==> config.mk <==
export PLATFORM = sky130hd
export DESIGN_NAME = ctu_emit
export DESIGN_NICKNAME = d
export VERILOG_FILES = /design/src/sv/ctu_pkg.sv /design/src/sv/ctu_emit.sv
export SDC_FILE = /design/constraint.sdc
export NUM_CORES = 1
export LEC_CHECK = 0
export BUFFER_PORTS_ARGS = -buffer_cell sky130_fd_sc_hd__buf_2
export CAP_MARGIN = 20
export CORE_UTILIZATION = 50
export DETAILED_ROUTE_END_ITERATION = 8
export PLACE_DENSITY = 0.81
export SLEW_MARGIN = 10
export SYNTH_ARGS = -nofsm -noshare
export SYNTH_HDL_FRONTEND = slang
export SYNTH_SLANG_ARGS = --single-unit
==> constraint.sdc <==
create_clock -name clock -period 2.8 [get_ports clock]
set_clock_uncertainty 0.05 [all_clocks]
set_input_delay 0.28 -clock clock [delete_from_list [all_inputs] [get_ports clock]]
set_output_delay 0.28 -clock clock [all_outputs]
set_load 0.02 [all_outputs]
==> src/sv/ctu_pkg.sv <==
`default_nettype none

package ctu_pkg;

   localparam int PIXEL_W = 8;
   localparam int CODE_W = 8;
   localparam int POS_W = 10;
   localparam int CFG_W = 11;
   localparam int CSR_IDX_W = 1;

   localparam int DEFAULT_MAX_WIDTH = 1024;
   localparam int DEFAULT_MAX_HEIGHT = 1024;

   localparam logic [CFG_W-1:0] CFG_SIZE_RESET = 11'd1024;

   typedef enum logic [CSR_IDX_W-1:0] {
      CSR_FRAME_WIDTH  = 1'b0,
      CSR_FRAME_HEIGHT = 1'b1
   } csr_index_type;

   // A pixel's results; they leave as inner_left, inner_right, outer.
   typedef struct packed {
      logic outer;
      logic inner_right;
      logic inner_left;
      logic code_on;
   } emit_flags_type;

endpackage

`default_nettype wire

==> src/sv/ctu_emit.sv <==
`default_nettype none

module ctu_emit
   import ctu_pkg::*;
#(
   parameter int CW = 10,
   parameter int RW = 10
) (
   input  wire logic               clock,
   input  wire logic               reset,
   input  wire logic               accept,
   output logic                    ready,
   input  wire logic [PIXEL_W-1:0] pixel,
   input  wire logic [CW-1:0]      col,
   input  wire logic [RW-1:0]      row,
   input  wire emit_flags_type     flags,
   input  wire logic [PIXEL_W-1:0] upper_rd,
   input  wire logic [PIXEL_W-1:0] middle_rd,
   output logic                    wr_en,
   output logic      [CW-1:0]      wr_addr,
   output logic      [PIXEL_W-1:0] upper_wdata,
   output logic      [PIXEL_W-1:0] middle_wdata,
   output logic                    out_valid,
   input  wire logic               out_ready,
   output logic      [CODE_W-1:0]  out_code,
   output logic      [POS_W-1:0]   out_col,
   output logic      [POS_W-1:0]   out_row,
   output logic                    out_last
);

   logic               s1_valid_ff;
   logic [PIXEL_W-1:0] s1_pixel_ff;
   logic [CW-1:0]      s1_col_ff;
   logic [RW-1:0]      s1_row_ff;
   logic [2:0]         s1_pend_ff;
   logic               s1_code_on_ff;
   logic               s1_fwd_ff;
   logic [PIXEL_W-1:0] win_ff [6];

   logic               out_valid_ff;
   logic [CODE_W-1:0]  out_code_ff;
   logic [POS_W-1:0]   out_col_ff;
   logic [POS_W-1:0]   out_row_ff;
   logic               out_last_ff;

   logic [PIXEL_W-1:0] u_eff;
   logic [PIXEL_W-1:0] m_eff;
   logic [PIXEL_W-1:0] ctr;
   logic [CODE_W-1:0]  code;
   logic [2:0]         low_bit;
   logic [2:0]         rest;
   logic               push;
   logic               retire;
   logic [CODE_W-1:0]  sel_code;
   logic [CW-1:0]      sel_col;
   logic [RW-1:0]      sel_row;
   logic               fwd_in;

   // The line stores still hold the old entry when the next pixel reads the
   // column that the retiring pixel writes; the window then has the new data.
   always_comb begin
      u_eff = s1_fwd_ff ? win_ff[1] : upper_rd;
      m_eff = s1_fwd_ff ? win_ff[2] : middle_rd;
      ctr = win_ff[1];
      code[7] = win_ff[3] > ctr;
      code[6] = win_ff[0] > ctr;
      code[5] = u_eff > ctr;
      code[4] = m_eff > ctr;
      code[3] = s1_pixel_ff > ctr;
      code[2] = win_ff[2] > ctr;
      code[1] = win_ff[5] > ctr;
      code[0] = win_ff[4] > ctr;

      low_bit = s1_pend_ff & (~s1_pend_ff + 3'd1);
      rest = s1_pend_ff & ~low_bit;
      push = s1_valid_ff && (s1_pend_ff != '0) && (!out_valid_ff || out_ready);
      retire = s1_valid_ff && ((s1_pend_ff == '0) || (push && (rest == '0)));
      ready = !s1_valid_ff || retire;
      fwd_in = retire && (col == s1_col_ff);

      sel_code = '0;
      sel_col = s1_col_ff;
      sel_row = s1_row_ff;
      if (s1_pend_ff[0]) begin
         sel_code = s1_code_on_ff ? code : '0;
         sel_col = s1_col_ff - 1'b1;
         sel_row = s1_row_ff - 1'b1;
      end else if (s1_pend_ff[1]) begin
         sel_row = s1_row_ff - 1'b1;
      end

      wr_en = retire;
      wr_addr = s1_col_ff;
      upper_wdata = m_eff;
      middle_wdata = s1_pixel_ff;
   end

   always_ff @(posedge clock) begin
      if (reset) begin
         s1_valid_ff <= 1'b0;
         s1_pend_ff <= '0;
      end else if (accept) begin
         s1_valid_ff <= 1'b1;
         s1_pend_ff <= {flags.outer, flags.inner_right, flags.inner_left};
      end else if (retire) begin
         s1_valid_ff <= 1'b0;
         s1_pend_ff <= '0;
      end else if (push) begin
         s1_pend_ff <= rest;
      end
   end

   always_ff @(posedge clock) begin
      if (accept) begin
         s1_pixel_ff <= pixel;
         s1_col_ff <= col;
         s1_row_ff <= row;
         s1_code_on_ff <= flags.code_on;
         s1_fwd_ff <= fwd_in;
      end
   end

   always_ff @(posedge clock) begin
      if (reset) begin
         for (int i = 0; i < 6; i++) begin
            win_ff[i] <= '0;
         end
      end else if (retire) begin
         win_ff[3] <= win_ff[0];
         win_ff[4] <= win_ff[1];
         win_ff[5] <= win_ff[2];
         win_ff[0] <= u_eff;
         win_ff[1] <= m_eff;
         win_ff[2] <= s1_pixel_ff;
      end
   end

   always_ff @(posedge clock) begin
      if (reset) begin
         out_valid_ff <= 1'b0;
      end else if (push) begin
         out_valid_ff <= 1'b1;
      end else if (out_ready) begin
         out_valid_ff <= 1'b0;
      end
   end

   always_ff @(posedge clock) begin
      if (push) begin
         out_code_ff <= sel_code;
         out_col_ff <= POS_W'(sel_col);
         out_row_ff <= POS_W'(sel_row);
         out_last_ff <= (rest == '0);
      end
   end

   assign out_valid = out_valid_ff;
   assign out_code = out_code_ff;
   assign out_col = out_col_ff;
   assign out_row = out_row_ff;
   assign out_last = out_last_ff;

endmodule

`default_nettype wire

==> results of run 1 <==
## layer usage
| metal | vias to the layer above | global-route usage (%) | part of all wire, % |
|---|---|---|---|
| met5 | - | 0 | 0 |
| met4 | 0 | 12.3 | 2.9 |
| met3 | 29 | 5.11 | 8.0 |
| met2 | 181 | 37.0 | 48 |
| met1 | 1957 | 28.0 | 41 |
| li1 | 1940 | - | - |
## area by class of cell
cell class	instances	area share, %
Tap cell	143	2.60
Clock buffer	9	3.27
Multi-Input combinational cell	316	35.2
Timing Repair Buffer	113	8.72
Inverter	21	1.14
Clock inverter	7	1.02
Sequential cell	112	48.1
## flip-flops by register name (all words and copies together), names as in the netlist
register / count
out_col: 10
s1_valid_ff: 1
win_ff: 48
s1_code_on_ff: 1
s1_fwd_ff: 1
out_code: 8
s1_row_ff: 10
s1_pend_ff: 3
out_row: 10
wr_addr: 10
out_last: 1
out_valid: 1
middle_wdata: 8
## through the flow
stage               total power [mW]  utilization (%)
floorplan                       2.44                -
global placement                2.62             57.7
detailed placement              2.66             57.7
CTS                             3.92             60.3
global route                    4.06             60.3
finish                          3.90             60.3
## worst paths after layout
| check | from | to | slack [ns] | depth (start not counted) |
|---|---|---|---|---|
| hold reg to reg | s1_pend_ff[2]$_SDFFE_PP0P_ | s1_pend_ff[2]$_SDFFE_PP0P_ | 0.50 | 2 |
| hold / removal | row[7] | s1_row_ff[7]$_DFFE_PP_ | 0.05 | 1 |
| setup / recovery | s1_fwd_ff$_DFFE_PP_ | out_code[4]$_SDFFCE_PN0P_ | 0.56 | 7 |
| setup reg to reg | s1_fwd_ff$_DFFE_PP_ | out_code[4]$_SDFFCE_PN0P_ | 0.56 | 7 |
## cells by family after synthesis
family,share of synthesized area [%]
simple gates,13.0
flops,56.5
fa+ha+maj,14.3
compound gates,6.87
buf+inv,2.26
xor+xnor,3.88
mux,3.20
## power groups by stage
stage               Sequential [mW]  Clock (mW)  Combinational (mW)
CTS                            2.02        1.29               0.605
global route                   2.04        1.35               0.670
global placement               2.05           0               0.565
finish                         2.03        1.27               0.604
detailed placement             2.06           0               0.602
floorplan                      2.09           0               0.350
## cell usage in the layout (no fill, tap or decap), types with 12 or more instances in the layout
cell	Yosys	layout
xor2_1	12	12
nand4_1	18	18
a211oi_1	16	16
buf_2	1	109
nand2_1	21	21
ha_1	66	66
a21oi_1	21	21
xnor2_1	14	14
and2_1	36	36
nor2_1	37	37
mux2_2	14	14
edfxtp_1	107	107
inv_1	21	21
==> impl_metrics.env, run 1 <==
export IMPL_layout_drive_gt1_share_pct=25.6
export IMPL_coreArea_um2=11400
export IMPL_end_kind="flip-flop"
export IMPL_slowest_stage="mux2_2"
export IMPL_async_flop_share_pct=0
export IMPL_htree_levels=3
export IMPL_synth_common_cells="107 x edfxtp_1, 66 x ha_1, 37 x nor2_1"
export IMPL_setup_violations=0
export IMPL_clock_power_share_pct=32.6
export IMPL_whs_ns=0.0492
export IMPL_slew_headroom_pct=48.8
export IMPL_wire_per_inst_um=17.9
export IMPL_multi_input_area_um2=2420
export IMPL_vias=4107
export IMPL_period_share_pct=80.0
export IMPL_avgSynthCellArea_um2=12.8
export IMPL_path_cells="buf_4 -> mux2_2 -> ha_1 -> a21oi_1 -> nor2_1 -> a211oi_1 -> a211oi_1"
export IMPL_grt_max_degree=49
export IMPL_die_x_um=110
export IMPL_die_h_um=110
export IMPL_p_per_area_nw_per_um2=567
export IMPL_hold_viol_final=0
export IMPL_post_place_ws_ns=0.618
export IMPL_synth_edf_count=107
export IMPL_syn_inst=457
export IMPL_via_per_inst=5.70
export IMPL_synth_seq_cells=112
export IMPL_placed_area_um2=6590
export IMPL_syn2layout_area_growth_pct=17.4
export IMPL_swShare_pct=27.6
export IMPL_grt_total_usage_pct=22.6
export IMPL_power_switching_mw=1.08
export IMPL_dieArea_um2=12200
export IMPL_fin_crit_ns=2.24
export IMPL_clkTransAtPathRegs_ns=0.08
export IMPL_postCtsHoldBufs=0
export IMPL_fill_cells=915
export IMPL_critPathMaxFanout=16
export IMPL_initial_core_util_pct=51.4
export IMPL_gp_congestion=0.871
export IMPL_grt_setup_unrepaired="no"
export IMPL_synth_top_cell_by_area="edfxtp_1"
export IMPL_required_ns=2.83
export IMPL_worstMarginPinSlew_ns=0.768
export IMPL_crit_arrival_ns=2.27
export IMPL_cts_buffer_depth=2
export IMPL_io_buffers=109
export IMPL_cts_resized=0
export IMPL_maxSlewViolCount=0
export IMPL_antennaDiodeCount=0
export IMPL_status="finished, final reports clean"
export IMPL_p_comb_share_pct=15.5
export IMPL_final_area_um2=6890
export IMPL_worstSkewPairLatency_ns=0.35
export IMPL_grt_pass1_wl_um=20100
export IMPL_post_cts_buffers=0
export IMPL_slowest_delay_ns=0.39
export IMPL_final_cells=721
export IMPL_maxCapViolCount=0
export IMPL_grt_pass1_vias=4150
export IMPL_synthFlopType="edfxtp_1"
export IMPL_crit_type="reg2reg"
export IMPL_setup_tns_ns=0
export IMPL_num_rows=39
export IMPL_synth_fp_nets=575
export IMPL_hold_path_class="in2reg"
export IMPL_crit_top_cell="a211oi_1"
export IMPL_yosysMostFrequentCell="edfxtp_1"
export IMPL_drc=0
export IMPL_drt_initial_drc_count=260
export IMPL_dpl_cell_count=705
export IMPL_io_pins=110
export IMPL_netlist_area_um2=5870
export IMPL_nNetsFinal=691
export IMPL_cts_tree="built"
export IMPL_antenna_found_initial=0
export IMPL_ant_nets=0
export IMPL_yosys_top_cells_area="edfxtp_1 55%, ha_1 14%, and2_1 3.8%"
export IMPL_finalWorstSetupSlack_ns=0.560
export IMPL_gr_total_overflow=0
export IMPL_max_freq_ghz=0.446
export IMPL_cpLargestDelayFamily="compound AO/OA/AOI/OAI gates"
export IMPL_hpwl_um=9320
export IMPL_drtPass1Iterations=5
export IMPL_cts_buffers=9
export IMPL_ys_seq_area_share_pct=56.5
export IMPL_crit_path_start_kind="flip-flop"
export IMPL_cp_num_buf_inv=1
export IMPL_intPower_mw=2.83
export IMPL_peakVddDrop_mv=0.366
export IMPL_ys_types=35
export IMPL_seq_power_share_pct=51.9
export IMPL_ff_latch_area_um2=3310
export IMPL_synth_top_area_share_pct=54.8
export IMPL_drt_wl_total_um=12900
export IMPL_p_leak_nw=2.80
export IMPL_cts_root_buf="clkbuf_16"
export IMPL_ys_warn_count=0
export IMPL_cts_sinks=112
Power figures use the tool's default switching activity.
==> inputs of run 2 (changes only) <==
Settings changed: PLACE_DENSITY 0.81 to 0.84.
Clock period 2.8 ns to 2 ns, I/O delays scaled along.
==> impl_metrics.env, run 2 (same netlist as run 1, synthesis figures left out) <==
export IMPL_maxCapViolCount=0
export IMPL_hold_path_class="in2reg"
export IMPL_swShare_pct=27.7
export IMPL_vias=4340
export IMPL_critPathMaxFanout=6
export IMPL_layout_drive_gt1_share_pct=30.3
export IMPL_p_comb_share_pct=18.2
export IMPL_clkTransAtPathRegs_ns=0.08
export IMPL_drt_wl_total_um=14000
export IMPL_period_share_pct=105
export IMPL_grt_max_degree=49
export IMPL_required_ns=2.04
export IMPL_initial_core_util_pct=51.4
export IMPL_io_pins=110
export IMPL_wire_per_inst_um=18.0
export IMPL_crit_arrival_ns=2.13
export IMPL_setup_tns_ns=-0.180
export IMPL_die_h_um=110
export IMPL_status="complete, but fails checks"
export IMPL_coreArea_um2=11400
export IMPL_intPower_mw=4.08
export IMPL_setup_violations=2
export IMPL_ant_nets=0
export IMPL_gr_total_overflow=0
export IMPL_largest_reg_flops=48
export IMPL_clock_power_share_pct=31.6
export IMPL_p_leak_nw=3.07
export IMPL_worstSkewPairLatency_ns=0.36
export IMPL_syn2layout_area_growth_pct=29.4
export IMPL_layout_commonest_cell="buf_2"
export IMPL_final_cell_mix="109 x buf_2, 107 x edfxtp_1, 55 x ha_1"
export IMPL_hold_viol_final=0
export IMPL_cts_buffer_depth=2
export IMPL_violations="setup timing"
export IMPL_hpwl_um=9590
export IMPL_gp_congestion=0.855
export IMPL_via_per_inst=5.59
export IMPL_power_switching_mw=1.56
export IMPL_grt_setup_unrepaired="yes"
export IMPL_die_x_um=110
export IMPL_nNetsFinal=746
export IMPL_seq_power_share_pct=50.2
export IMPL_drt_initial_drc_count=216
export IMPL_grt_pass1_wl_um=21300
export IMPL_fin_crit_ns=2.09
export IMPL_peakVddDrop_mv=0.545
export IMPL_finalWorstSetupSlack_ns=-0.0946
export IMPL_io_buffers=109
export IMPL_dieArea_um2=12200
export IMPL_grt_total_usage_pct=24.2
export IMPL_p_per_area_nw_per_um2=743
export IMPL_antenna_found_initial=0
export IMPL_final_cells=776
export IMPL_cts_sinks=112
export IMPL_htree_levels=3
export IMPL_end_kind="flip-flop"
export IMPL_cts_tree="built"
export IMPL_maxSlewViolCount=0
export IMPL_drc=0
export IMPL_worstMarginPinSlew_ns=0.556
export IMPL_cts_root_buf="clkbuf_16"
export IMPL_num_rows=39
export IMPL_antennaDiodeCount=0
export IMPL_grt_pass1_vias=4388
export IMPL_max_freq_ghz=0.477
export IMPL_dpl_cell_count=722
export IMPL_cts_buffers=9
export IMPL_drtPass1Iterations=4
export IMPL_crit_path_start_kind="flip-flop"
export IMPL_slew_headroom_pct=62.8
export IMPL_top_register="win_ff"
export IMPL_crit_type="reg2reg"
run 2: cell count changes in the layout (fill, tap and decap cells not counted), sizes merged:
cell,previous run,this run
dlygate4sd3,0,29
clkinv,1,2
inv,26,25
buf,113,138
clkinvlp,1,2
run 2: final cells by class:
class | count | area, um2
clock buffers | 9 | 225
clock inverters | 7 | 71.3
fillers | 781 | 3830
inverters | 21 | 82.6
multi-input cells | 316 | 2590
flip-flops and latches | 112 | 3310
well taps | 143 | 179
repair buffers | 167 | 1130
repair inverters | 1 | 5.00
run 2: worst paths after layout:
kind                                                 start  slack [ns]                     endpoint  cells past startpoint
worst max-delay path                   s1_fwd_ff$_DFFE_PP_       -0.09    out_code[4]$_SDFFCE_PN0P_                      8
worst min-delay path                              flags[1]        0.04   s1_pend_ff[0]$_SDFFE_PP0P_                      3
worst min register to register  win_ff[0][7]$_SDFFCE_PN0P_        0.52  win_ff[0][31]$_SDFFCE_PN0P_                      1
worst max register to register         s1_fwd_ff$_DFFE_PP_       -0.09    out_code[4]$_SDFFCE_PN0P_                      8
run 2: what timing repair did:
| action | CTS | global route |
|---|---|---|
| pin swaps | 8 | 2 |
| hold endpoints to repair | 29 | 0 |
| setup buffers | 5 | 2 |
| hold buffers | 29 | 0 |
| gates resized for setup | 15 | 8 |
| setup endpoints to repair | 3 | 54 |
| gates cloned | 1 | 1 |
run 2: per-stage QoR:
| stage | util, % | setup slack, ns | power, mW | hold WS (ns) | cell area (um2) |
|---|---|---|---|---|---|
| after floorplan | - | 0.0209 | 3.42 | 0.219 | 5910 |
| after global placement | 59.2 | 0.0298 | 3.71 | 0.327 | 6760 |
| after detailed placement | 59.2 | -0.0933 | 3.77 | 0.329 | 6760 |
| after CTS | 65.8 | -0.0805 | 5.62 | 0.0314 | 7520 |
| after global routing | 66.5 | -0.184 | 5.86 | 0.0439 | 7590 |
| final | 66.5 | -0.0946 | 5.64 | 0.0408 | 7590 |
run 2: layer usage:
layer / GRT usage, % / up-vias / part of all wire [%]
li1: - / 2046 / -
met5: 0 / - / 0
met4: 15.6 / 0 / 4.4
met3: 5.53 / 48 / 7.1
met2: 41.6 / 178 / 51
met1: 27.1 / 2068 / 38
run 2: power groups by stage:
stage / registers, mW / clock network [mW] / logic, mW
global placement: 2.87 / 0 / 0.836
finish: 2.83 / 1.78 / 1.02
detailed placement: 2.88 / 0 / 0.889
floorplan: 2.92 / 0 / 0.499
CTS: 2.83 / 1.81 / 0.987
global route: 2.85 / 1.89 / 1.12
run 2: worst max-delay path: stages, from the launching register on:
cell      delay [ns]
edfxtp_1        0.45
buf_6           0.17
buf_16          0.13
mux2_4          0.32
ha_4            0.22
a21oi_2         0.12
nor2_1          0.06
a211oi_2        0.19
a211oi_2        0.11
