`config.mk`:
```
export PLATFORM = sky130hd
export DESIGN_NAME = ctu_scan
export DESIGN_NICKNAME = d
export VERILOG_FILES = /design/src/sv/ctu_pkg.sv /design/src/sv/ctu_scan.sv
export SDC_FILE = /design/constraint.sdc
export NUM_CORES = 1
export LEC_CHECK = 0
export ABC_CLOCK_PERIOD_IN_PS = 8290
export BUFFER_PORTS_ARGS = -buffer_cell sky130_fd_sc_hd__buf_4
export CAP_MARGIN = 20
export CORE_AREA = 2 2 87 89
export DETAILED_ROUTE_END_ITERATION = 12
export DIE_AREA = 0 0 89 91
export PLACE_DENSITY = 0.81
export SYNTH_ARGS = -nofsm -noshare
export SYNTH_HDL_FRONTEND = slang
export SYNTH_SLANG_ARGS = --single-unit
```
`constraint.sdc`:
```
create_clock -name clock -period 8.29 [get_ports clock]
set_input_delay 0.829 -clock clock [delete_from_list [all_inputs] [get_ports clock]]
set_output_delay 0.829 -clock clock [all_outputs]
set_load 0.02 [all_outputs]
```
`src/sv/ctu_pkg.sv`:
```
`default_nettype none

package ctu_pkg;

   localparam int PIXEL_W = 8;
   localparam int CODE_W = 8;
   localparam int POS_W = 10;
   localparam int CFG_W = 11;
   localparam int CSR_IDX_W = 1;

   localparam int DEFAULT_MAX_WIDTH = 1024;
   localparam int DEFAULT_MAX_HEIGHT = 1024;

   localparam logic [CFG_W-1:0] CFG_SIZE_RESET = 11'd1024;

   typedef enum logic [CSR_IDX_W-1:0] {
      CSR_FRAME_WIDTH  = 1'b0,
      CSR_FRAME_HEIGHT = 1'b1
   } csr_index_type;

   // A pixel's results; they leave as inner_left, inner_right, outer.
   typedef struct packed {
      logic outer;
      logic inner_right;
      logic inner_left;
      logic code_on;
   } emit_flags_type;

endpackage

`default_nettype wire

```
`src/sv/ctu_scan.sv`:
```
`default_nettype none

module ctu_scan
   import ctu_pkg::*;
#(
   parameter int MAX_WIDTH = DEFAULT_MAX_WIDTH,
   parameter int MAX_HEIGHT = DEFAULT_MAX_HEIGHT,
   localparam int CW = $clog2(MAX_WIDTH),
   localparam int RW = $clog2(MAX_HEIGHT)
) (
   input  wire logic                 clock,
   input  wire logic                 reset,
   input  wire logic                 csr_we,
   input  wire logic [CSR_IDX_W-1:0] csr_index,
   input  wire logic [CFG_W-1:0]     csr_wdata,
   input  wire logic                 accept,
   input  wire logic                 frame_start,
   output logic      [CW-1:0]        col,
   output logic      [RW-1:0]        row,
   output emit_flags_type            flags
);

   logic [CFG_W-1:0] frame_width_ff;
   logic [CFG_W-1:0] frame_height_ff;
   logic [CW-1:0]    col_count_ff;
   logic [CW-1:0]    col_count_in;
   logic [RW-1:0]    row_count_ff;
   logic [RW-1:0]    row_count_in;
   logic [CW-1:0]    w_last;
   logic [RW-1:0]    h_last;
   logic [CW-1:0]    col_base;
   logic [RW-1:0]    row_base;

   always_ff @(posedge clock) begin
      if (reset) begin
         frame_width_ff <= CFG_SIZE_RESET;
         frame_height_ff <= CFG_SIZE_RESET;
      end else if (csr_we) begin
         unique case (csr_index)
            CSR_FRAME_WIDTH: frame_width_ff <= csr_wdata;
            CSR_FRAME_HEIGHT: frame_height_ff <= csr_wdata;
            default: ;
         endcase
      end
   end

   always_comb begin
      if (frame_width_ff == '0) begin
         w_last = '0;
      end else if (32'(frame_width_ff) > MAX_WIDTH) begin
         w_last = CW'(MAX_WIDTH - 1);
      end else begin
         w_last = CW'(frame_width_ff - 1'b1);
      end
      if (frame_height_ff == '0) begin
         h_last = '0;
      end else if (32'(frame_height_ff) > MAX_HEIGHT) begin
         h_last = RW'(MAX_HEIGHT - 1);
      end else begin
         h_last = RW'(frame_height_ff - 1'b1);
      end
   end

   always_comb begin
      col_base = frame_start ? '0 : col_count_ff;
      row_base = frame_start ? '0 : row_count_ff;
      col = (col_base > w_last) ? w_last : col_base;
      row = (row_base > h_last) ? h_last : row_base;

      flags.inner_left = (row >= RW'(2)) && (col >= CW'(1));
      flags.inner_right = (row >= RW'(2)) && (col == w_last);
      flags.outer = (row == '0) || (row == h_last);
      flags.code_on = (col >= CW'(2));

      if (col == w_last) begin
         col_count_in = '0;
         row_count_in = (row == h_last) ? '0 : row + 1'b1;
      end else begin
         col_count_in = col + 1'b1;
         row_count_in = row;
      end
   end

   always_ff @(posedge clock) begin
      if (reset) begin
         col_count_ff <= '0;
         row_count_ff <= '0;
      end else if (accept) begin
         col_count_ff <= col_count_in;
         row_count_ff <= row_count_in;
      end
   end

endmodule

`default_nettype wire

```
==> impl_metrics.yaml, run 1 <==
yosys:
  synthSimpleGateAreaFrac_pct: 30.1
  synth-seq-cells: 42
  synth_area_per_cell_um2: 7.19
  ys_seq_area_share_pct: 19.3
  yosys.area.top_type: "dfxtp_1"
  netlist_instances: 607
  syn_area_um2: 4360
  synth_area_leaders: "dfxtp_1 (19%), ha_1 (8.3%), a21oi_1 (7.2%), nand2_1 (6.6%), nand2b_1 (4.3%)"
  synthMuxAreaShare_pct: 3.99
  synth_top_family_by_area: "simple AND/OR/NAND/NOR gates"
  synth_edf_count: 0
  async_flop_share_pct: 0
  syn_nets: 653
  synthAdderAreaFrac_pct: 9.01
  synthFlopType: "dfxtp_1"
  synth_xor_area_share_pct: 4.22
  synth_compound_gate_area_share_pct: 26.1
  synth_top_area_share_pct: 19.3
  synth_cell_type_count: 71
  yosys_warnings: 0
routing:
  routed_wl_um: 12100
  firstDrtPassIters: 5
  wire_per_inst_um: 16.8
  drt-initial-drc-count: 236
  via_per_inst: 6.21
  ant_nets: 0
  num_vias: 4449
  drc_errors: 0
setup_path:
  crit_type: "reg2out"
  cp_max_fo: 13
  start_kind: "flip-flop"
  required_ps: 7460
  timing.rr.start: "frame_width_ff[0]"
  worstSetupEndpointType: "output pin"
  cp.arrival_ps: 5490
  crit_start: "frame_width_ff[0]"
global_route:
  grt_pass1_wl_um: 19900
  antenna_found_initial: 0
  grt_max_degree: 40
  grt_pass1_vias: 4148
  grt-ovfl-total: 0
  grt_use_total_pct: 30.3
pwr:
  power_frac_seq_pct: 39.6
  power_w: 0.000563
  comb_power_share_pct: 30.1
  powerDensity_nw_per_um2: 119
  p_clk_share_pct: 30.3
  p_int_w: 0.000366
  p_leak_nw: 2.05
  p_sw_share_pct: 35.0
  ir_worst_vdd_v: 0.0000735
  power.switching_w: 0.000197
layout:
  drive_above_1_share_pct: 11.5
  final_nets: 663
  area_delta_synth_final_pct: 8.78
  final_cell_count_no_fill: 717
  diodes: 0
clock_tree:
  path_clk_slew_ps: 80
  cts_tree: "done"
  cts_setup_buffers: 0
  cts_buffers: 5
  cts.sinks: 42
  htree_levels: 2
  cts_root_buf: "clkbuf_8"
  clk_latency_ps: 310
  post_cts_resized: 0
  clockBufferDepth: 2
  hold_buffers: 0
sta:
  fin_ws_ps: 1970
  fmax_ghz: 0.158
  min_period_ps: 6320
  rsz0062_at_grt: "no"
  worst_pin_slew_ps: 1080
  setup_violations: 0
  relSlewSlack_pct: 27.3
  clock_skew_ps: 12.6
  fin_crit_sh_pct: 76.2
  tns_ps: 0
  drv_slew: 0
  hold_violations: 0
  whs_ps: 468
die:
  die_h_um: 91
  die_area_um2: 8100
  ios: 41
  die_w_um: 89
  start_util_pct: 61.1
  placementRows: 31
  core_area_um2: 7140
placement:
  post-place-ws_ps: 2430
  io_buffer_count: 40
  place.gp.congestion: 0.926
  dp.cells: 709
  dp_hpwl_um: 9260
run:
  cap_violations: 0
min_path:
  min_from: "col_count_ff[9]"
  hold_path.class: "reg2reg"
outcome:
  status: "complete, no violations"
[sequential cells by signal (all words and copies together), names as in the netlist]
register / count
frame_width_ff: 11
frame_height_ff: 11
row_count_ff: 10
col_count_ff: 10
[cells in the mapped netlist (5+ instances only)]
| cell | count |
|---|---|
| a211oi_1 | 6 |
| a21o_1 | 9 |
| a21oi_1 | 63 |
| a311oi_1 | 5 |
| buf_2 | 6 |
| clkbuf_1 | 28 |
| dfxtp_1 | 42 |
| ha_1 | 29 |
| inv_1 | 36 |
| mux2i_1 | 14 |
| nand2_1 | 77 |
| nand2b_1 | 30 |
| nand3_1 | 14 |
| nand4_1 | 11 |
| nor2_1 | 40 |
| nor2b_1 | 7 |
| nor3_1 | 19 |
| nor4_1 | 11 |
| o21a_1 | 9 |
| o21ai_0 | 21 |
| o31a_1 | 5 |
| or3_1 | 10 |
| or4_1 | 6 |
| xnor2_1 | 16 |
| xor2_1 | 5 |
[cell families after synthesis]
group,count (synthesis)
xor gates and xnor gates,21
DFF,42
and+or+nand+nor,252
buffers and inverters,76
muxes,17
AOI/OAI and AO/OA,167
adders and majority gates,32
[layout make-up]
class                   count  area [µm²]
flip-flops and latches     42         841
inverters                  36         135
well taps                  99         124
clock inverters             3        43.8
fillers                   678        2390
multi-input cells         489        3210
clock buffers               5        68.8
repair buffers             43         323
[per-layer routing]
metal,vias to the layer above,global-route usage [%],share of wire (%)
met5,-,0,0
met4,0,10.1,2.4
met3,23,2.36,4.1
met2,134,51.0,49
met1,2092,40.5,44
li1,2200,-,-
[cell usage in the layout (no fill, tap or decap), drive strengths merged, types with 7 or more instances in the layout]
cell type and n:
dfxtp 42, inv 37, a21oi 63, xnor2 16, ha 29, nor2b 7
nor4 11, or3 11, nand2 77, o21a 9, nand4 11, nor3 20
or4 8, o21ai 22, buf 43, a21o 9, mux2i 14, nand2b 30
nor2 41, nand3 14, a211oi 7
[power by group through the flow]
stage / Sequential [W] / Combinational [W] / Clock, W
floorplan: 0.000219 / 0.000134 / 0
global placement: 0.000227 / 0.000164 / 0
detailed placement: 0.000227 / 0.000166 / 0
CTS: 0.000223 / 0.000167 / 0.000171
global route: 0.000225 / 0.000187 / 0.000182
finish: 0.000223 / 0.000169 / 0.000171
[worst paths after layout]
kind / depth (start not counted) / slack, ps / endpoint
setup reg to reg: 21 / 2400 / col_count_ff[8]
setup / recovery: 18 / 1970 / flags[1]
hold reg to reg: 2 / 470 / col_count_ff[9]
hold / removal: 2 / 470 / col_count_ff[9]
[per-stage QoR]
step	util [%]	instance area (µm²)
CTS	66.5	4740
finish	66.5	4740
floorplan	-	4360
global route	66.5	4740
detailed placement	64.9	4630
global placement	64.9	4630
[worst max-delay path: stages, from the launching register on]
cell and delay (ps):
dfxtp_1 400, inv_1 90, ha_1 230, or3b_1 490, nor3_1 400, a21oi_1 230
a21oi_1 320, ha_1 200, nand4_1 150, a21oi_1 190, a211oi_1 90, o21a_1 280
nor2_1 750, nor2_1 130, a21oi_1 460, inv_1 140, ha_1 210, o31a_1 290
buf_4 150
Note: power is estimated with default switching activity, not from simulation.
==> inputs of run 2 (changes only) <==
==> config.mk (replaced) <==
export PLATFORM = sky130hd
export DESIGN_NAME = ctu_scan
export DESIGN_NICKNAME = d
export VERILOG_FILES = /design/src/sv/ctu_pkg.sv /design/src/sv/ctu_scan.sv
export SDC_FILE = /design/constraint.sdc
export NUM_CORES = 1
export LEC_CHECK = 0
export ABC_CLOCK_PERIOD_IN_PS = 5300
export BUFFER_PORTS_ARGS = -buffer_cell sky130_fd_sc_hd__buf_4
export CAP_MARGIN = 20
export CORE_AREA = 2 2 93 95
export DETAILED_ROUTE_END_ITERATION = 12
export DIE_AREA = 0 0 95 97
export PLACE_DENSITY = 0.75
export SYNTH_ARGS = -nofsm -noshare
export SYNTH_HDL_FRONTEND = slang
export SYNTH_SLANG_ARGS = --single-unit
==> constraint.sdc (replaced) <==
create_clock -name clock -period 5.3 [get_ports clock]
set_input_delay 0.53 -clock clock [delete_from_list [all_inputs] [get_ports clock]]
set_output_delay 0.53 -clock clock [all_outputs]
set_load 0.02 [all_outputs]
==> run 2 against run 1 <==
Against the previous run: non-clock buffer count increased by 26; clock-buffer cell count rose by 1; sequential share of layout area shrank 1.1 points; register-to-register slack lost 1900 ps; die area is 14% higher; hold slack got worse by 23 ps; via count increased by 5.4%; total power up 61%; final area grew 6.4%; critical path depth fell by 2; critical endpoint is now flags[0].
==> impl_metrics.yaml, run 2 (synthesized netlist as in run 1, its figures left out) <==
clock_tree:
  cts_buffers: 5
  htree_levels: 2
  cts_tree: "done"
  cts.sinks: 42
  cts_root_buf: "clkbuf_8"
  clk_latency_ps: 300
  clockBufferDepth: 2
  path_clk_slew_ps: 90
sta:
  drv_slew: 0
  setup_violations: 0
  rsz0062_at_grt: "no"
  tns_ps: 0
  worst_pin_slew_ps: 668
  fin_ws_ps: 239
  hold_violations: 0
  clock_skew_ps: 9.84
  min_period_ps: 5060
  fin_crit_sh_pct: 95.5
  whs_ps: 445
  relSlewSlack_pct: 55.4
  fmax_ghz: 0.198
placement:
  post-place-ws_ps: 337
  io_buffer_count: 40
  place.gp.congestion: 0.955
  dp_hpwl_um: 9580
layout:
  fin_util_pct: 62.0
  final_common_cell: "nand2_1"
  area_delta_synth_final_pct: 15.7
  final_cell_mix: "nand2_1 (77), buf_4 (69), a21oi_1 (63)"
  drive_above_1_share_pct: 17.1
  reg_top3: "frame_height_ff (11), frame_width_ff (11)"
  final_nets: 690
  diodes: 0
pwr:
  power_w: 0.000906
  ir_worst_vdd_v: 0.0000967
  p_leak_nw: 2.19
  powerDensity_nw_per_um2: 180
setup_path:
  path_cells: "inv_1 -> ha_1 -> or3b_4 -> nor4_2 -> o21ai_0 -> ha_1 -> nand2b_1 -> a21oi_1 -> a211oi_2 -> o21a_1 -> nor2_2 -> mux2_2 -> nor4_1 -> nand4_1 -> or3_1 -> buf_4"
  crit_type: "reg2out"
  cp_common_cell: "ha_1"
  required_ps: 4770
  cp_max_fo: 8
  slowest_stage: "or3b_4"
  cp.arrival_ps: 4530
  crit_path_max_incr_delay_ps: 460
  worstSetupEndpointType: "output pin"
  start_kind: "flip-flop"
routing:
  wire_per_inst_um: 17.2
  routed_wl_um: 12900
  firstDrtPassIters: 5
  drc_errors: 0
  ant_nets: 0
  num_vias: 4688
  drt-initial-drc-count: 308
  via_per_inst: 6.25
global_route:
  grt-ovfl-total: 0
  grt_pass1_vias: 4325
  antenna_found_initial: 0
  grt_pass1_wl_um: 20600
  grt_max_degree: 40
  grt_use_total_pct: 27.2
min_path:
  hold_path.class: "in2reg"
outcome:
  status: "complete, no violations"
run:
  cap_violations: 0
die:
  die_h_um: 97
  placementRows: 33
  ios: 41
  core_area_um2: 8130
  start_util_pct: 53.6
  die_area_um2: 9220
  die_w_um: 95
## run 2: changes by cell type in the layout (fill, tap and decap cells not counted), sizes merged
cell and delta:
clkinv -1, clkinvlp +1, clkbuf +1, inv -1, buf +26, a21boi +1
## run 2: per-layer routing
layer | vias to the layer above | track usage (%) | wire length [µm]
met2 | 192 | 45.8 | 6390
met4 | 0 | 7.47 | 249
met1 | 2201 | 36.8 | 5430
met3 | 26 | 2.49 | 793
li1 | 2269 | - | -
met5 | - | 0 | 0
## run 2: cell type report
cell class	instances	area, µm²
well taps	105	131
clock inverters	2	37.5
multi-input cells	490	3310
flip-flops and latches	42	841
fillers	742	3090
inverters	36	135
repair buffers	69	518
clock buffers	6	72.6
## run 2: through the flow
step	instances	area, µm²
5_1_grt	750	5050
3_3_place_gp	740	4830
4_1_cts	748	4940
2_1_floorplan	607	4360
6_report	750	5050
3_5_place_dp	740	4830
## run 2: final timing paths
kind	from	to	slack [ps]	cells after the start
setup reg to reg	frame_width_ff[1]	col_count_ff[8]	510	23
hold / removal	csr_wdata[10]	frame_width_ff[10]	440	2
hold reg to reg	col_count_ff[8]	col_count_ff[8]	470	2
setup / recovery	frame_width_ff[1]	flags[0]	240	16
## run 2: report_power, final
| group | switching, W | internal (W) |
|---|---|---|
| clock | 0.000121 | 0.000141 |
| sequential | 0.0000176 | 0.000327 |
| combinational | 0.000178 | 0.000121 |
| total | 0.000317 | 0.000589 |
## run 2: worst max-delay path, delay by kind of cell, from the launching register on
family	cells	cell delay, ps
DFF	1	380
AOI/OAI and AO/OA	4	740
buffers and inverters	2	240
adders and majority gates	2	540
and+or+nand+nor	7	1900
muxes	1	420
## run 2: timing repair
action	4_1_cts	5_1_grt
gates cloned	0	1
hold buffers	0	0
pin swaps	0	0
resized for setup	1	16
setup buffers	0	1
setup endpoints to repair	1	5
==> inputs of run 3 (changes only) <==
--- a/config.mk
+++ b/config.mk
@@ -5,6 +5,7 @@
 export SDC_FILE = /design/constraint.sdc
 export NUM_CORES = 1
 export LEC_CHECK = 0
+export ABC_AREA = 1
 export ABC_CLOCK_PERIOD_IN_PS = 5300
 export BUFFER_PORTS_ARGS = -buffer_cell sky130_fd_sc_hd__buf_4
 export CAP_MARGIN = 20
==> run 3 against run 2 <==
Against the previous run: sequential share of layout area is 0.94 points higher; critical path depth is 7 higher; maximum frequency is 6.5% higher; final area is 5.4% lower; via count is 3.2% lower; highest routed layer unchanged.
==> impl_metrics.yaml, run 3 <==
placement:
  io_buffer_count: 40
  dp.cells: 847
  dp_hpwl_um: 9040
  place.gp.congestion: 0.953
yosys:
  synth-seq-cells: 42
  synth_edf_count: 0
  synth_area_per_cell_um2: 6.08
  yosys_warnings: 0
  syn_area_um2: 4370
  async_flop_share_pct: 0
  synthFlopType: "dfxtp_1"
  synth_cell_type_count: 43
  syn_nets: 765
  synth_top_area_share_pct: 19.2
  ys_top_cells_by_count: "nand2_1 (192), inv_1 (103), nand3_1 (73), nor2_1 (73), dfxtp_1 (42)"
  yosys.area.top_type: "dfxtp_1"
  netlist_instances: 719
  synth_area_leaders: "dfxtp_1 (19%), nand2_1 (16%), inv_1 (8.8%), nand3_1 (8.4%), ha_1 (8.3%)"
  synth.most_common_cell: "nand2_1"
  ys_seq_area_share_pct: 19.2
global_route:
  grt_pass1_vias: 4276
  grt_max_degree: 36
  grt-ovfl-total: 0
  antenna_found_initial: 0
  grt_use_total_pct: 25.4
  grt_pass1_wl_um: 19200
clock_tree:
  cts_root_buf: "clkbuf_8"
  clk_latency_ps: 290
  cts_setup_buffers: 0
  htree_levels: 2
  post_cts_resized: 0
  hold_buffers: 0
  path_clk_slew_ps: 70
  cts.sinks: 42
  cts_tree: "done"
  clockBufferDepth: 2
  cts_buffers: 5
die:
  ios: 41
  die_h_um: 97
  die_area_um2: 9220
  die_w_um: 95
  start_util_pct: 53.8
  core_area_um2: 8130
  placementRows: 33
setup_path:
  cp_max_fo: 16
  cp.arrival_ps: 4220
  rrSetupSlack_ps: 960
  worstSetupEndpointType: "output pin"
  critPathTopFamily: "simple AND/OR/NAND/NOR gates"
  crit_type: "reg2out"
  path_cells: "inv_1 -> ha_1 -> nand2_1 -> nor2_1 -> nand2_1 -> nor2_1 -> inv_1 -> nand2_1 -> ha_1 -> nand2_1 -> inv_1 -> nand2_1 -> nand2_1 -> nand2_1 -> nand3_1 -> nand2_1 -> buf_4 -> nand2_1 -> o21ai_1 -> ha_1 -> nand2_1 -> o31ai_1 -> buf_4"
  timing.rr.start: "frame_width_ff[0]"
  crit_start: "frame_height_ff[0]"
  slowest_stage: "dfxtp_1"
  crit_path_max_incr_delay_ps: 310
  cp_common_cell: "nand2_1"
  cp_num_buf_inv: 5
  start_kind: "flip-flop"
  required_ps: 4770
layout:
  reg_top3: "frame_height_ff (11), frame_width_ff (11)"
  nFillCells: 821
  final_common_cell: "nand2_1"
  final_nets: 795
  final_cell_count_no_fill: 854
  area_delta_synth_final_pct: 9.21
  final_cell_mix: "nand2_1 (192), inv_1 (103), nor2_1 (73), nand3_1 (73)"
  drive_above_1_share_pct: 16.2
  diodes: 0
run:
  cap_violations: 0
pwr:
  p_sw_share_pct: 35.8
  power.switching_w: 0.000279
  p_leak_nw: 2.50
  powerDensity_nw_per_um2: 163
  power_frac_seq_pct: 43.5
  comb_power_share_pct: 31.7
  p_int_w: 0.000500
  ir_worst_vdd_v: 0.000117
  p_clk_share_pct: 24.9
outcome:
  status: "complete, no violations"
sta:
  min_period_ps: 4750
  worst_pin_slew_ps: 630
  clock_skew_ps: 9.72
  hold_violations: 0
  fin_crit_sh_pct: 89.7
  setup_violations: 0
  tns_ps: 0
  fmax_ghz: 0.210
  rsz0062_at_grt: "no"
  drv_slew: 0
  whs_ps: 467
  relSlewSlack_pct: 57.8
routing:
  drt-initial-drc-count: 160
  via_per_inst: 5.32
  drc_errors: 0
  num_vias: 4540
  routed_wl_um: 11300
  ant_nets: 0
  wire_per_inst_um: 13.2
  firstDrtPassIters: 5
min_path:
  hold_path.class: "reg2reg"
  min_from: "col_count_ff[6]"
run 3: cell types whose count changed after synthesis, sizes merged, moves of 18 or more:
cell    delta
a21oi     -18
nor3      -19
nor2      +44
inv       +76
nand2b    -30
o21ai     +21
nand3     +70
nand2    +139
clkbuf    -19
run 3: layer usage:
layer  global-route usage [%]  vias up  share of wire [%]
met1                     33.5     2048                 45
met5                        0        -                  0
met2                     43.6      120                 49
li1                         -     2359                  -
met4                     6.24        0                1.1
met3                     2.88       13                4.6
run 3: final timing paths:
| kind | endpoint | depth (start not counted) |
|---|---|---|
| worst min register to register | col_count_ff[6] | 2 |
| worst max-delay path | flags[3] | 23 |
| worst min-delay path | col_count_ff[6] | 2 |
| worst max register to register | col_count_ff[8] | 27 |
run 3: cell families after synthesis:
family | synth area share, %
AO/OA/AOI/OAI | 13.0
XOR/XNOR | 1.20
adder cells (fa/ha/maj) | 8.30
buffers and inverters | 12.6
flip-flops | 19.2
AND/OR/NAND/NOR | 45.7
run 3: power by group through the flow:
stage | Clock, W | Sequential, W | Combinational, W
4_1_cts | 0.000201 | 0.000338 | 0.000246
6_report | 0.000194 | 0.000339 | 0.000247
3_3_place_gp | 0 | 0.000346 | 0.000238
3_5_place_dp | 0 | 0.000346 | 0.000245
2_1_floorplan | 0 | 0.000343 | 0.000199
5_1_grt | 0.000214 | 0.000341 | 0.000281
run 3: final cells by class:
type                       instances  area [µm²]  share of cell area (%)
clock buffer                       7        76.3                    1.60
tap                              105         131                    2.75
sequential                        42         841                    17.6
multi-input combinational        544        2980                    62.4
inverter                         114         430                    9.01
timing repair buffer              42         315                    6.60
run 3: stage by stage:
step	total power (W)	cell area [µm²]	util, %	setup slack (ps)
6_report	0.000779	4780	58.7	548
5_1_grt	0.000835	4780	58.7	67.3
4_1_cts	0.000785	4780	58.7	465
3_5_place_dp	0.000590	4700	57.8	803
3_3_place_gp	0.000584	4700	57.8	905
2_1_floorplan	0.000542	4370	-	1260
run 3: tightest hold or removal path, stage by stage (launching register included):
cell	delay (ps)
dfxtp_1	310
nand2_1	60
a21oi_1	60
